## src/rtl/mbld_pkg.sv

```systemverilog
// Package for the message batch limit decider.
// Holds the configuration struct, the queued item struct, action codes and register indexes.
// Used by every module of the block; depends on nothing.
package mbld_pkg;

    localparam int TIME_W  = 48;
    localparam int CNT_W   = 32;
    localparam int CFG_IDX_W = 3;

    // Batching actions
    localparam logic [1:0] ACT_LEAVE_MSG_RETURN_BATCH = 2'd0;
    localparam logic [1:0] ACT_RETURN_BATCH_TAKE_MSG  = 2'd1;
    localparam logic [1:0] ACT_TAKE_MSG_RETURN_BATCH  = 2'd2;
    localparam logic [1:0] ACT_TAKE_MSG_KEEP_BATCH    = 2'd3;

    // Configuration register indexes
    localparam logic [CFG_IDX_W-1:0] REG_TIME_LIMIT_ENABLE  = 3'd0;
    localparam logic [CFG_IDX_W-1:0] REG_TIME_LIMIT         = 3'd1;
    localparam logic [CFG_IDX_W-1:0] REG_COUNT_LIMIT_ENABLE = 3'd2;
    localparam logic [CFG_IDX_W-1:0] REG_COUNT_LIMIT        = 3'd3;
    localparam logic [CFG_IDX_W-1:0] REG_SIZE_LIMIT_ENABLE  = 3'd4;
    localparam logic [CFG_IDX_W-1:0] REG_SIZE_LIMIT         = 3'd5;

    localparam logic [TIME_W-1:0] TIME_ALL_ONES = {TIME_W{1'b1}};
    localparam logic [CNT_W-1:0]  CNT_MAX       = {CNT_W{1'b1}};

    typedef struct packed {
        logic              time_en;
        logic [CNT_W-1:0]  time_limit;
        logic              count_en;
        logic [CNT_W-1:0]  count_limit;
        logic              size_en;
        logic [CNT_W-1:0]  size_limit;
    } cfg_t;

    // One classified message as it travels from front to back
    typedef struct packed {
        logic [TIME_W-1:0] now_time;
        logic [TIME_W-1:0] msg_time;
        logic [CNT_W-1:0]  body_bytes;
        logic [TIME_W-1:0] msg_deadline;  // msg_time + time_limit, wrapped
        logic              oversize;      // byte limit on and body alone reaches it
        logic              msg_aged;      // time limit on and message already past its age
    } item_t;

endpackage

```

## src/rtl/mbld_front.sv

```systemverilog
// Front stage: accepts messages and classifies them against the limits.
// Depends on mbld_pkg; feeds mbld_queue.
module mbld_front (
    input  logic                 clk,
    input  logic                 rst_n,
    input  mbld_pkg::cfg_t       cfg,
    input  logic                 in_valid,
    output logic                 in_stall,
    input  logic [47:0]          now_time,
    input  logic [47:0]          msg_time,
    input  logic [31:0]          body_bytes,
    output logic                 item_valid,
    output mbld_pkg::item_t      item,
    input  logic                 queue_full
);
    import mbld_pkg::*;

    logic  front_valid_reg, front_valid_next;
    item_t front_item_reg;
    item_t item_next;
    logic  accept;
    logic  push;

    // Classification of the arriving message
    always_comb
    begin
        item_next.now_time     = now_time;
        item_next.msg_time     = msg_time;
        item_next.body_bytes   = body_bytes;
        item_next.msg_deadline = msg_time + {{(TIME_W-CNT_W){1'b0}}, cfg.time_limit};
        item_next.oversize     = cfg.size_en && (body_bytes >= cfg.size_limit);
        item_next.msg_aged     = cfg.time_en && (now_time >= item_next.msg_deadline);
    end

    assign push     = front_valid_reg && !queue_full;
    assign in_stall = front_valid_reg && queue_full;
    assign accept   = in_valid && !in_stall;

    always_comb
    begin
        front_valid_next = front_valid_reg;
        if (accept)
            front_valid_next = 1'b1;
        else if (push)
            front_valid_next = 1'b0;
    end

    always_ff @(posedge clk or negedge rst_n)
    begin
        if (!rst_n)
            front_valid_reg <= 1'b0;
        else
            front_valid_reg <= front_valid_next;
    end

    always_ff @(posedge clk)
    begin
        if (accept)
            front_item_reg <= item_next;
    end

    assign item_valid = front_valid_reg;
    assign item       = front_item_reg;

endmodule

```

## src/rtl/mbld_queue.sv

```systemverilog
// Two-entry queue between the front stage and the back stage.
// Depends on mbld_pkg for the item type.
module mbld_queue (
    input  logic             clk,
    input  logic             rst_n,
    input  logic             push_valid,
    input  mbld_pkg::item_t  push_item,
    output logic             full,
    output logic             head_valid,
    output mbld_pkg::item_t  head_item,
    input  logic             pop
);
    import mbld_pkg::*;

    localparam int DEPTH = 2;

    item_t       entry_reg [DEPTH];
    logic        wr_ptr_reg, wr_ptr_next;
    logic        rd_ptr_reg, rd_ptr_next;
    logic [1:0]  count_reg, count_next;
    logic        do_push;
    logic        do_pop;

    assign full       = (count_reg == 2'(DEPTH));
    assign head_valid = (count_reg != 2'd0);
    assign head_item  = entry_reg[rd_ptr_reg];
    assign do_push    = push_valid && !full;
    assign do_pop     = pop && head_valid;

    // Pointer and fill count update
    always_comb
    begin
        wr_ptr_next = do_push ? ~wr_ptr_reg : wr_ptr_reg;
        rd_ptr_next = do_pop  ? ~rd_ptr_reg : rd_ptr_reg;
        count_next  = count_reg;
        if (do_push && !do_pop)
            count_next = count_reg + 2'd1;
        else if (!do_push && do_pop)
            count_next = count_reg - 2'd1;
    end

    always_ff @(posedge clk or negedge rst_n)
    begin
        if (!rst_n)
        begin
            wr_ptr_reg <= 1'b0;
            rd_ptr_reg <= 1'b0;
            count_reg  <= 2'd0;
        end
        else
        begin
            wr_ptr_reg <= wr_ptr_next;
            rd_ptr_reg <= rd_ptr_next;
            count_reg  <= count_next;
        end
    end

    always_ff @(posedge clk)
    begin
        if (do_push)
            entry_reg[wr_ptr_reg] <= push_item;
    end

endmodule

```

## src/rtl/mbld_back.sv

```systemverilog
// Back stage: holds the open batch, decides the action and registers the result.
// Depends on mbld_pkg; drains mbld_queue.
module mbld_back (
    input  logic             clk,
    input  logic             rst_n,
    input  mbld_pkg::cfg_t   cfg,
    input  logic             head_valid,
    input  mbld_pkg::item_t  head_item,
    output logic             pop,
    output logic             out_valid,
    input  logic             out_stall,
    output logic [1:0]       action,
    output logic             deadline_valid,
    output logic [47:0]      deadline
);
    import mbld_pkg::*;

    // Batch state
    logic [TIME_W-1:0] earliest_reg, earliest_next;
    logic [CNT_W-1:0]  msgs_reg, msgs_next;
    logic [CNT_W-1:0]  bytes_reg, bytes_next;

    // Result register
    logic              out_valid_reg;
    logic [1:0]        action_reg, action_next;
    logic              dl_valid_reg, dl_valid_next;
    logic [TIME_W-1:0] deadline_reg, deadline_next;

    logic              none_enabled;
    logic [CNT_W:0]    byte_sum;
    logic              byte_overflow;
    logic              count_one;
    logic [TIME_W-1:0] add_earliest;
    logic [CNT_W-1:0]  add_msgs;
    logic [CNT_W-1:0]  add_bytes;
    logic [TIME_W-1:0] add_deadline;
    logic [TIME_W-1:0] old_deadline;
    logic              limit_reached;
    logic [TIME_W-1:0] tl_ext;

    assign pop    = head_valid && (!out_valid_reg || !out_stall);
    assign tl_ext = {{(TIME_W-CNT_W){1'b0}}, cfg.time_limit};

    // Candidate batch after adding the head message
    assign none_enabled  = !cfg.time_en && !cfg.count_en && !cfg.size_en;
    assign byte_sum      = {1'b0, bytes_reg} + {1'b0, head_item.body_bytes};
    assign byte_overflow = cfg.size_en && (byte_sum > {1'b0, cfg.size_limit});
    assign count_one     = cfg.count_en && (cfg.count_limit <= CNT_W'(1));
    assign add_earliest  = (head_item.msg_time < earliest_reg) ? head_item.msg_time
                                                               : earliest_reg;
    assign add_msgs      = (msgs_reg == CNT_MAX) ? CNT_MAX : msgs_reg + CNT_W'(1);
    assign add_bytes     = byte_sum[CNT_W] ? CNT_MAX : byte_sum[CNT_W-1:0];
    assign add_deadline  = add_earliest + tl_ext;
    assign old_deadline  = earliest_reg + tl_ext;
    assign limit_reached = (cfg.time_en && (head_item.now_time >= add_deadline))
                        || (cfg.count_en && (add_msgs >= cfg.count_limit))
                        || (cfg.size_en && (add_bytes >= cfg.size_limit));

    // Decision, in priority order
    always_comb
    begin
        earliest_next = earliest_reg;
        msgs_next     = msgs_reg;
        bytes_next    = bytes_reg;
        action_next   = ACT_LEAVE_MSG_RETURN_BATCH;
        dl_valid_next = 1'b0;
        deadline_next = '0;
        priority if (none_enabled)
        begin
            action_next   = ACT_LEAVE_MSG_RETURN_BATCH;
            dl_valid_next = (msgs_reg != '0) && cfg.time_en;
            deadline_next = dl_valid_next ? old_deadline : '0;
        end
        else if (head_item.oversize)
        begin
            earliest_next = TIME_ALL_ONES;
            msgs_next     = '0;
            bytes_next    = '0;
            action_next   = ACT_LEAVE_MSG_RETURN_BATCH;
        end
        else if (byte_overflow)
        begin
            if (count_one || head_item.msg_aged)
            begin
                earliest_next = TIME_ALL_ONES;
                msgs_next     = '0;
                bytes_next    = '0;
                action_next   = ACT_LEAVE_MSG_RETURN_BATCH;
            end
            else
            begin
                earliest_next = head_item.msg_time;
                msgs_next     = CNT_W'(1);
                bytes_next    = head_item.body_bytes;
                action_next   = ACT_RETURN_BATCH_TAKE_MSG;
                dl_valid_next = cfg.time_en;
                deadline_next = cfg.time_en ? head_item.msg_deadline : '0;
            end
        end
        else if (limit_reached)
        begin
            earliest_next = TIME_ALL_ONES;
            msgs_next     = '0;
            bytes_next    = '0;
            action_next   = ACT_TAKE_MSG_RETURN_BATCH;
        end
        else
        begin
            earliest_next = add_earliest;
            msgs_next     = add_msgs;
            bytes_next    = add_bytes;
            action_next   = ACT_TAKE_MSG_KEEP_BATCH;
            dl_valid_next = cfg.time_en;
            deadline_next = cfg.time_en ? add_deadline : '0;
        end
    end

    always_ff @(posedge clk or negedge rst_n)
    begin
        if (!rst_n)
        begin
            earliest_reg  <= TIME_ALL_ONES;
            msgs_reg      <= '0;
            bytes_reg     <= '0;
            out_valid_reg <= 1'b0;
        end
        else
        begin
            if (pop)
            begin
                earliest_reg <= earliest_next;
                msgs_reg     <= msgs_next;
                bytes_reg    <= bytes_next;
            end
            if (pop)
                out_valid_reg <= 1'b1;
            else if (!out_stall)
                out_valid_reg <= 1'b0;
        end
    end

    always_ff @(posedge clk)
    begin
        if (pop)
        begin
            action_reg   <= action_next;
            dl_valid_reg <= dl_valid_next;
            deadline_reg <= deadline_next;
        end
    end

    assign out_valid      = out_valid_reg;
    assign action         = action_reg;
    assign deadline_valid = dl_valid_reg;
    assign deadline       = deadline_reg;

endmodule

```

## src/rtl/message_batch_limit_decider.sv

```systemverilog
// Top level of the message batch limit decider: configuration registers and stage wiring.
// Depends on mbld_pkg, mbld_front, mbld_queue and mbld_back.
//
// Usage:
//   Input channel (in_valid / in_stall) carries one message per transaction:
//   now_time, msg_time and body_bytes. Output channel (out_valid / out_stall)
//   returns exactly one result per message: action, deadline_valid, deadline.
//   Configuration channel (cfg_valid / cfg_ready, cfg_index, cfg_data) writes
//   the six limit registers; cfg_ready is always high, indexes above five are
//   dropped. Write configuration only while no message is in flight.
//   Path: the front register loads on acceptance, the queue takes the message
//   from it and the result register is loaded from the queue head.
//   Throughput: one message per cycle while out_stall is low, set by the batch
//   update in the back stage, reading the batch state the previous message left.
//   When out_stall is held the result register holds, the queue fills and
//   in_stall rises once both queue entries and the front register are taken.
//   Reset clears all limits to zero, empties the batch (earliest timestamp
//   all ones, counts zero) and empties every stage.
module message_batch_limit_decider (
    input  logic         clk,
    input  logic         rst_n,
    input  logic         cfg_valid,
    output logic         cfg_ready,
    input  logic [2:0]   cfg_index,
    input  logic [31:0]  cfg_data,
    input  logic         in_valid,
    output logic         in_stall,
    input  logic [47:0]  now_time,
    input  logic [47:0]  msg_time,
    input  logic [31:0]  body_bytes,
    output logic         out_valid,
    input  logic         out_stall,
    output logic [1:0]   action,
    output logic         deadline_valid,
    output logic [47:0]  deadline
);
    import mbld_pkg::*;

    cfg_t  cfg_reg;
    logic  cfg_write;
    logic  front_valid;
    item_t front_item;
    logic  queue_full;
    logic  head_valid;
    item_t head_item;
    logic  pop;

    assign cfg_ready = 1'b1;
    assign cfg_write = cfg_valid && cfg_ready;

    // Configuration registers
    always_ff @(posedge clk or negedge rst_n)
    begin
        if (!rst_n)
            cfg_reg <= '0;
        else if (cfg_write)
        begin
            unique case (cfg_index)
                REG_TIME_LIMIT_ENABLE:  cfg_reg.time_en     <= cfg_data[0];
                REG_TIME_LIMIT:         cfg_reg.time_limit  <= cfg_data;
                REG_COUNT_LIMIT_ENABLE: cfg_reg.count_en    <= cfg_data[0];
                REG_COUNT_LIMIT:        cfg_reg.count_limit <= cfg_data;
                REG_SIZE_LIMIT_ENABLE:  cfg_reg.size_en     <= cfg_data[0];
                REG_SIZE_LIMIT:         cfg_reg.size_limit  <= cfg_data;
                default:                cfg_reg             <= cfg_reg;
            endcase
        end
    end

    mbld_front u_front (
        .clk        (clk),
        .rst_n      (rst_n),
        .cfg        (cfg_reg),
        .in_valid   (in_valid),
        .in_stall   (in_stall),
        .now_time   (now_time),
        .msg_time   (msg_time),
        .body_bytes (body_bytes),
        .item_valid (front_valid),
        .item       (front_item),
        .queue_full (queue_full)
    );

    mbld_queue u_queue (
        .clk        (clk),
        .rst_n      (rst_n),
        .push_valid (front_valid),
        .push_item  (front_item),
        .full       (queue_full),
        .head_valid (head_valid),
        .head_item  (head_item),
        .pop        (pop)
    );

    mbld_back u_back (
        .clk            (clk),
        .rst_n          (rst_n),
        .cfg            (cfg_reg),
        .head_valid     (head_valid),
        .head_item      (head_item),
        .pop            (pop),
        .out_valid      (out_valid),
        .out_stall      (out_stall),
        .action         (action),
        .deadline_valid (deadline_valid),
        .deadline       (deadline)
    );

endmodule
```

## config.mk

```make
export PLATFORM = sky130hd
export DESIGN_NAME = message_batch_limit_decider
export DESIGN_NICKNAME = d
export VERILOG_FILES = /design/src/rtl/mbld_pkg.sv /design/src/rtl/mbld_front.sv /design/src/rtl/mbld_queue.sv /design/src/rtl/mbld_back.sv /design/src/rtl/message_batch_limit_decider.sv
export SDC_FILE = /design/constraint.sdc
export NUM_CORES = 1
export LEC_CHECK = 0
export ABC_CLOCK_PERIOD_IN_PS = 10300
export BUFFER_PORTS_ARGS = -buffer_cell sky130_fd_sc_hd__buf_2
export CAP_MARGIN = 20
export CORE_MARGIN = 4
export CORE_UTILIZATION = 62
export CTS_BUF_LIST = sky130_fd_sc_hd__clkbuf_16
export DETAILED_ROUTE_END_ITERATION = 10
export GPL_ROUTABILITY_DRIVEN = 0
export HOLD_SLACK_MARGIN = 0.03
export PLACE_DENSITY = 0.83
export SYNTH_ARGS = -nofsm -noshare
export SYNTH_HDL_FRONTEND = slang
export SYNTH_HIERARCHICAL = 1
export SYNTH_SLANG_ARGS = --single-unit
export TNS_END_PERCENT = 30
```

## constraint.sdc

```tcl
create_clock -name clk -period 10.3 [get_ports clk]
set_input_delay 2.06 -clock clk [delete_from_list [all_inputs] [get_ports clk]]
set_output_delay 2.06 -clock clk [all_outputs]
set_load 0.05 [all_outputs]
```

* Word level (Yosys, flattened, before mapping)
Memory sizes are Yosys's and may differ from the RTL's.
Index checks and enable logic that the tools add are counted.
Widths: inputs -> output; s select.
** Storage, ports and cells
- Register bits :: 446
- Memories kept :: 1
- Logic and storage cells :: 132
- Bits in writable memories :: 356
- Output and inout port bits :: 54
- Bits of input ports :: 168
** Operators by class
- Magnitude comparators :: 8
- Eq/ne operators :: 8
- Bitwise logic cells :: 3
- Add/subtract/negate cells :: 7
- Reduce and logical (&&, ||, !) cells :: 43
- Muxes and demuxes :: 39
** Memory list
- u_queue.entry_reg :: depth 2, bits a word 178, rd ports 1, clocked after memory_dff 0, wr ports 1, RTL line mbld_queue.sv:17 : item_t entry_reg [DEPTH];
** Operator list (count)
- $mux 48 :: 13
- $mux 32 :: 9
- $add 48x32->48 :: 3
- $ge 32x32->1 :: 3
- $ge 48x48->1 :: 2
- $lt 48x48->1 :: 1
- $add 32x32->33 :: 1
- $gt 33x32->1 :: 1
- $add 32x1->32 const B :: 1
- $eq 32x32->1 const B :: 1
- $le 32x1->1 const B :: 1
- $reduce_bool 32->1 :: 1
- $logic_and 1x1->1 :: 17
- $mux 1 :: 14
- $reduce_and 2->1 :: 7
- $logic_not 1->1 :: 9
- $eq 3x2->1 const B :: 2
- $eq 3x3->1 const B :: 2
- $mux 2 :: 3
- $reduce_bool 2->1 :: 3
- $logic_or 1x1->1 :: 4
- $eq 3x1->1 const B :: 1
- $logic_not 3->1 :: 1
- $not 1->1 :: 3
- 5 further kinds :: 5

* Depth between registers and ports, before layout
An unclocked memory read counts as a cell.
- Depth in word-level cells :: 12
- Gate-level depth with buffers :: 41
- Depth with buffers taken out :: 32

* Cells and area by module
The synthesis kept the hierarchy.
** Modules (own cells, without submodules)
- mbld_back :: cells an instance 1917, times used 1, seq. area each 4419.2 sq um, area each 16231.8 sq um
- mbld_queue :: cells an instance 573, times used 1, seq. area each 10790.3 sq um, area each 13455.4 sq um
- mbld_front :: cells an instance 745, times used 1, seq. area each 5370.2 sq um, area each 9595.5 sq um
- message_batch_limit_decider :: cells an instance 216, times used 1, seq. area each 2477.4 sq um, area each 3910.0 sq um

* Least setup slack after synthesis
Ideal clock, no wire load.
- Kind :: input port to flip-flop
- Start point :: input port in_valid
- End point :: register u_front.front_item_reg, in the netlist u_front/item[0] (enable)
- Required time :: 9565 ps
- Library setup time :: 735 ps
- Arrival time :: 9744 ps
- Setup slack :: -179 ps
- Buffers on the path :: 0
- Stages on the path :: 1
- Path through :: nor2b_1
** On the way
- Word-level cells in the longest chain between the ends :: 1
** Ends and longest elaborated chain
- start: declaration :: RTL line message_batch_limit_decider.sv:26 : input logic in_valid,
- $logic_and 1x1->1 :: RTL line mbld_front.sv:37 : assign accept = in_valid && !in_stall;
- end signal: assignment :: RTL line mbld_front.sv:59 : front_item_reg <= item_next;
- end: declaration :: RTL line mbld_front.sv:19 : item_t front_item_reg;
No other way between the ends.
A chain may end at the register's enable or synchronous reset.

==> flow_metrics.env <==
export IMPL_outcome="complete, no violations"
export IMPL_hold_viol=0
export IMPL_num_rows=96
export IMPL_start_util=0.628
export IMPL_fin_util=0.700
export IMPL_setup_ws_ns=0.526
export IMPL_wl_um=115000
export IMPL_ys_warn_count=6
export IMPL_synth_edff_count=585
export IMPL_final_max_slew_viol_count=0
export IMPL_synthesis_instances=3451
export IMPL_synth_top_cells_by_area="edfxtp_1 41%, ha_1 11%, dfrtp_1 9.8%, mux2_4 4.5%, mux2_2 4.0%"
export IMPL_critPathCaptureType="register"
export IMPL_core_mm2=0.0688
export IMPL_grt_busiest_layer="met2"
export IMPL_place_hpwl_um=82400
export IMPL_seqPwrFrac=0.299
export IMPL_leakagePower_nw=20.9
export IMPL_finalCritPeriodShare=0.949
export IMPL_start_kind="register"
export IMPL_syn_area_per_cell_um2=12.5
export IMPL_fp_dieH_um=272
export IMPL_crit_fanout=22
export IMPL_drt_iter0_drc=3240
export IMPL_hp_class="register to register"
export IMPL_drtAntennaViolNets=0
export IMPL_ir_drop_v=0.000213
export IMPL_drc_errors=0
export IMPL_setup_viol=0
export IMPL_post_cts_buffers=0
export IMPL_grt_overflow_total=0
export IMPL_crit_arrival_ns=10.37
export IMPL_insertion_delay_ns=0.66
export IMPL_root_buffer="clkbuf_16"
export IMPL_cp_required_ns=10.89
export IMPL_syn_area_mm2=0.0432
export IMPL_path_class="register to register"
export IMPL_swShare=0.424
export IMPL_crit_buf_inv=2
export IMPL_clockBufferDepth=3
export IMPL_cp_top_family="compound AO/OA/AOI/OAI gates"
export IMPL_cts_htree_levels=3
export IMPL_rsz0062_at_grt="false"
export IMPL_synth_top_cell_by_area="edfxtp_1"
export IMPL_power_density_mw_per_mm2=351
export IMPL_detail_route_wl_per_cell_um=24.4
export IMPL_synth_nets=3992
export IMPL_via_per_inst=6.38
export IMPL_worst_path_most_repeated_cell="ha_1"
export IMPL_clock_sinks=802
export IMPL_ys_seq_area_frac=0.534
export IMPL_place_ws_ns=0.639
export IMPL_async_flop_share=0.271
export IMPL_yosysTopAreaCellShare=0.407
export IMPL_antenna_found_initial=5
export IMPL_tns_ns=0
export IMPL_grt_util_met3=0.0507
export IMPL_io_pin_count=222
export IMPL_p_switching_mw=7.17
export IMPL_largest_register_ffs=356
export IMPL_first_global_vias=30100
export IMPL_reg2reg_setup_slack_ns=0.53
export IMPL_clk_pin_slew_ns=0.06
export IMPL_num_vias=30100
export IMPL_cp_slowest_cell="a21oi_2"
export IMPL_die_w_um=272
export IMPL_drive_above_1_share=0.207
export IMPL_layout_min_cycle_time_ns=9.77
export IMPL_max_freq_mhz=102
export IMPL_drv_cap=0
export IMPL_use_met1=0.381
export IMPL_ys_ff_latch=802
export IMPL_power_frac_clock=0.191
export IMPL_internal_power_mw=9.74
export IMPL_pwr_share_comb=0.510
export IMPL_finClkSkew_ns=0.0327
export IMPL_slew_headroom=0.258
export IMPL_io_buffers=220
export IMPL_grt_use_total=0.305
export IMPL_fp_dieArea_mm2=0.0740
export IMPL_slowest_delay_ns=0.85
export IMPL_area_growth_pct=11.6
export IMPL_tightest_slew_ns=1.10
export IMPL_grt_max_degree=120
export IMPL_grt_pass1_wl_um=174000
export IMPL_ys_types=102
export IMPL_cts_tree="done"
export IMPL_met2_usage=0.516
export IMPL_final_net_count=4248
export IMPL_numCtsBuffers=84
export IMPL_drt_first_pass_iters=6
export IMPL_synth_ff_type="edfxtp_1"
==> power groups by stage <==
stage	logic [mW]	clock network [mW]	registers, mW
finish	8.63	3.23	5.05
global route	9.27	3.41	5.12
CTS	8.41	3.26	5.05
detailed placement	8.26	0	5.10
global placement	8.00	0	5.04
floorplan	5.60	0	5.41
==> worst reg2reg max path, delay by kind of cell, from the launching register on <==
kind	cells	cell delay (ns)
compound gates	17	4.77
xor+xnor	1	0.12
fa+ha+maj	3	1.01
buf+inv	2	0.75
flops	1	0.57
mux	1	0.39
simple gates	8	2.10
==> through the flow <==
step	instances	hold slack [ns]	power [mW]	cell area (um^2)
after floorplan	3451	0.421	11.0	43200
final	4711	0.432	16.9	48200
after global placement	4548	0.422	13.0	45200
after global routing	4711	0.447	17.8	48200
after CTS	4704	0.432	16.7	48200
after detailed placement	4549	0.429	13.4	45200
==> synth_stat cells, types with 36 or more instances <==
cell type	instances
a21oi_1	183
o21ai_0	175
clkbuf_1	38
a21o_1	112
nand2_1	237
nand4_1	70
ha_1	370
mux2_2	152
o22a_1	46
dfstp_2	48
dfrtp_1	169
xnor2_1	84
inv_1	229
mux2_4	130
xor2_1	85
nand3_1	56
nand2b_1	36
edfxtp_1	585
nor2_1	140
==> path summary, 6_finish.rpt <==
kind,from,endpoint,depth (start not counted)
min,u_front/item[99]$_DFFE_PP_,u_queue/entry_reg[0][99]$_DFFE_PP_,0
min reg2reg,u_front/item[99]$_DFFE_PP_,u_queue/entry_reg[0][99]$_DFFE_PP_,0
max reg2reg,u_queue/rd_ptr_reg$_DFFE_PN0P_,u_back/earliest_reg[40]$_DFFE_PN1P_,32
max,u_queue/rd_ptr_reg$_DFFE_PN0P_,u_back/earliest_reg[40]$_DFFE_PN1P_,32
min in group asynchronous,rst_n,u_back/bytes_reg[4]$_DFFE_PN0P_,1
max in group asynchronous,rst_n,u_queue/rd_ptr_reg$_DFFE_PN0P_,2
==> area by class of cell <==
class / instances / area [um^2]
antenna: 4 / 10.0
clock buffer: 85 / 2130
clock inverter: 70 / 820
fill: 4612 / 20600
inverter: 229 / 860
multi-input combinational: 2323 / 18700
sequential: 802 / 23100
tap: 931 / 1160
timing repair buffer: 267 / 1500
==> kinds of logic after synthesis <==
logic type | Yosys count | synth area share
compound gates | 783 | 0.122
other cells | 1 | 0.0000868
buf+inv | 327 | 0.0348
mux | 288 | 0.0862
flops | 802 | 0.534
xor+xnor | 169 | 0.0343
simple gates | 708 | 0.0804
fa+ha+maj | 373 | 0.109
==> cells in the final DEF, fill, tap and decap left out, drive strengths merged, types with 18 or more instances in the layout <==
cell      n
dfstp    48
dfrtp   169
a21o    113
ha      370
o211ai   21
xor2     85
edfxtp  585
a22o     25
nor2    141
nor4     28
xnor2    84
clkinv   28
nand2   238
buf     267
nand3    56
and3     26
mux2    282
a211oi   26
nand2b   36
clkbuf   85
a31oi    22
nor2b    18
a22oi    31
a21oi   193
o21a     19
o21ai   186
nand4    70
nor3     32
o22a     46
inv     248
==> layer usage <==
metal	part of all wire	wire length, um
met5	0.00011	13
met4	0.059	6770
met3	0.079	9070
met2	0.49	55800
met1	0.38	43300
==> repair_timing <==
action                                  in CTS  in global routing
resized for setup                            0                  1
hold buffers                                 0                  0
endpoints found under the setup margin       0                 22
(Power assumes the default switching activity.)
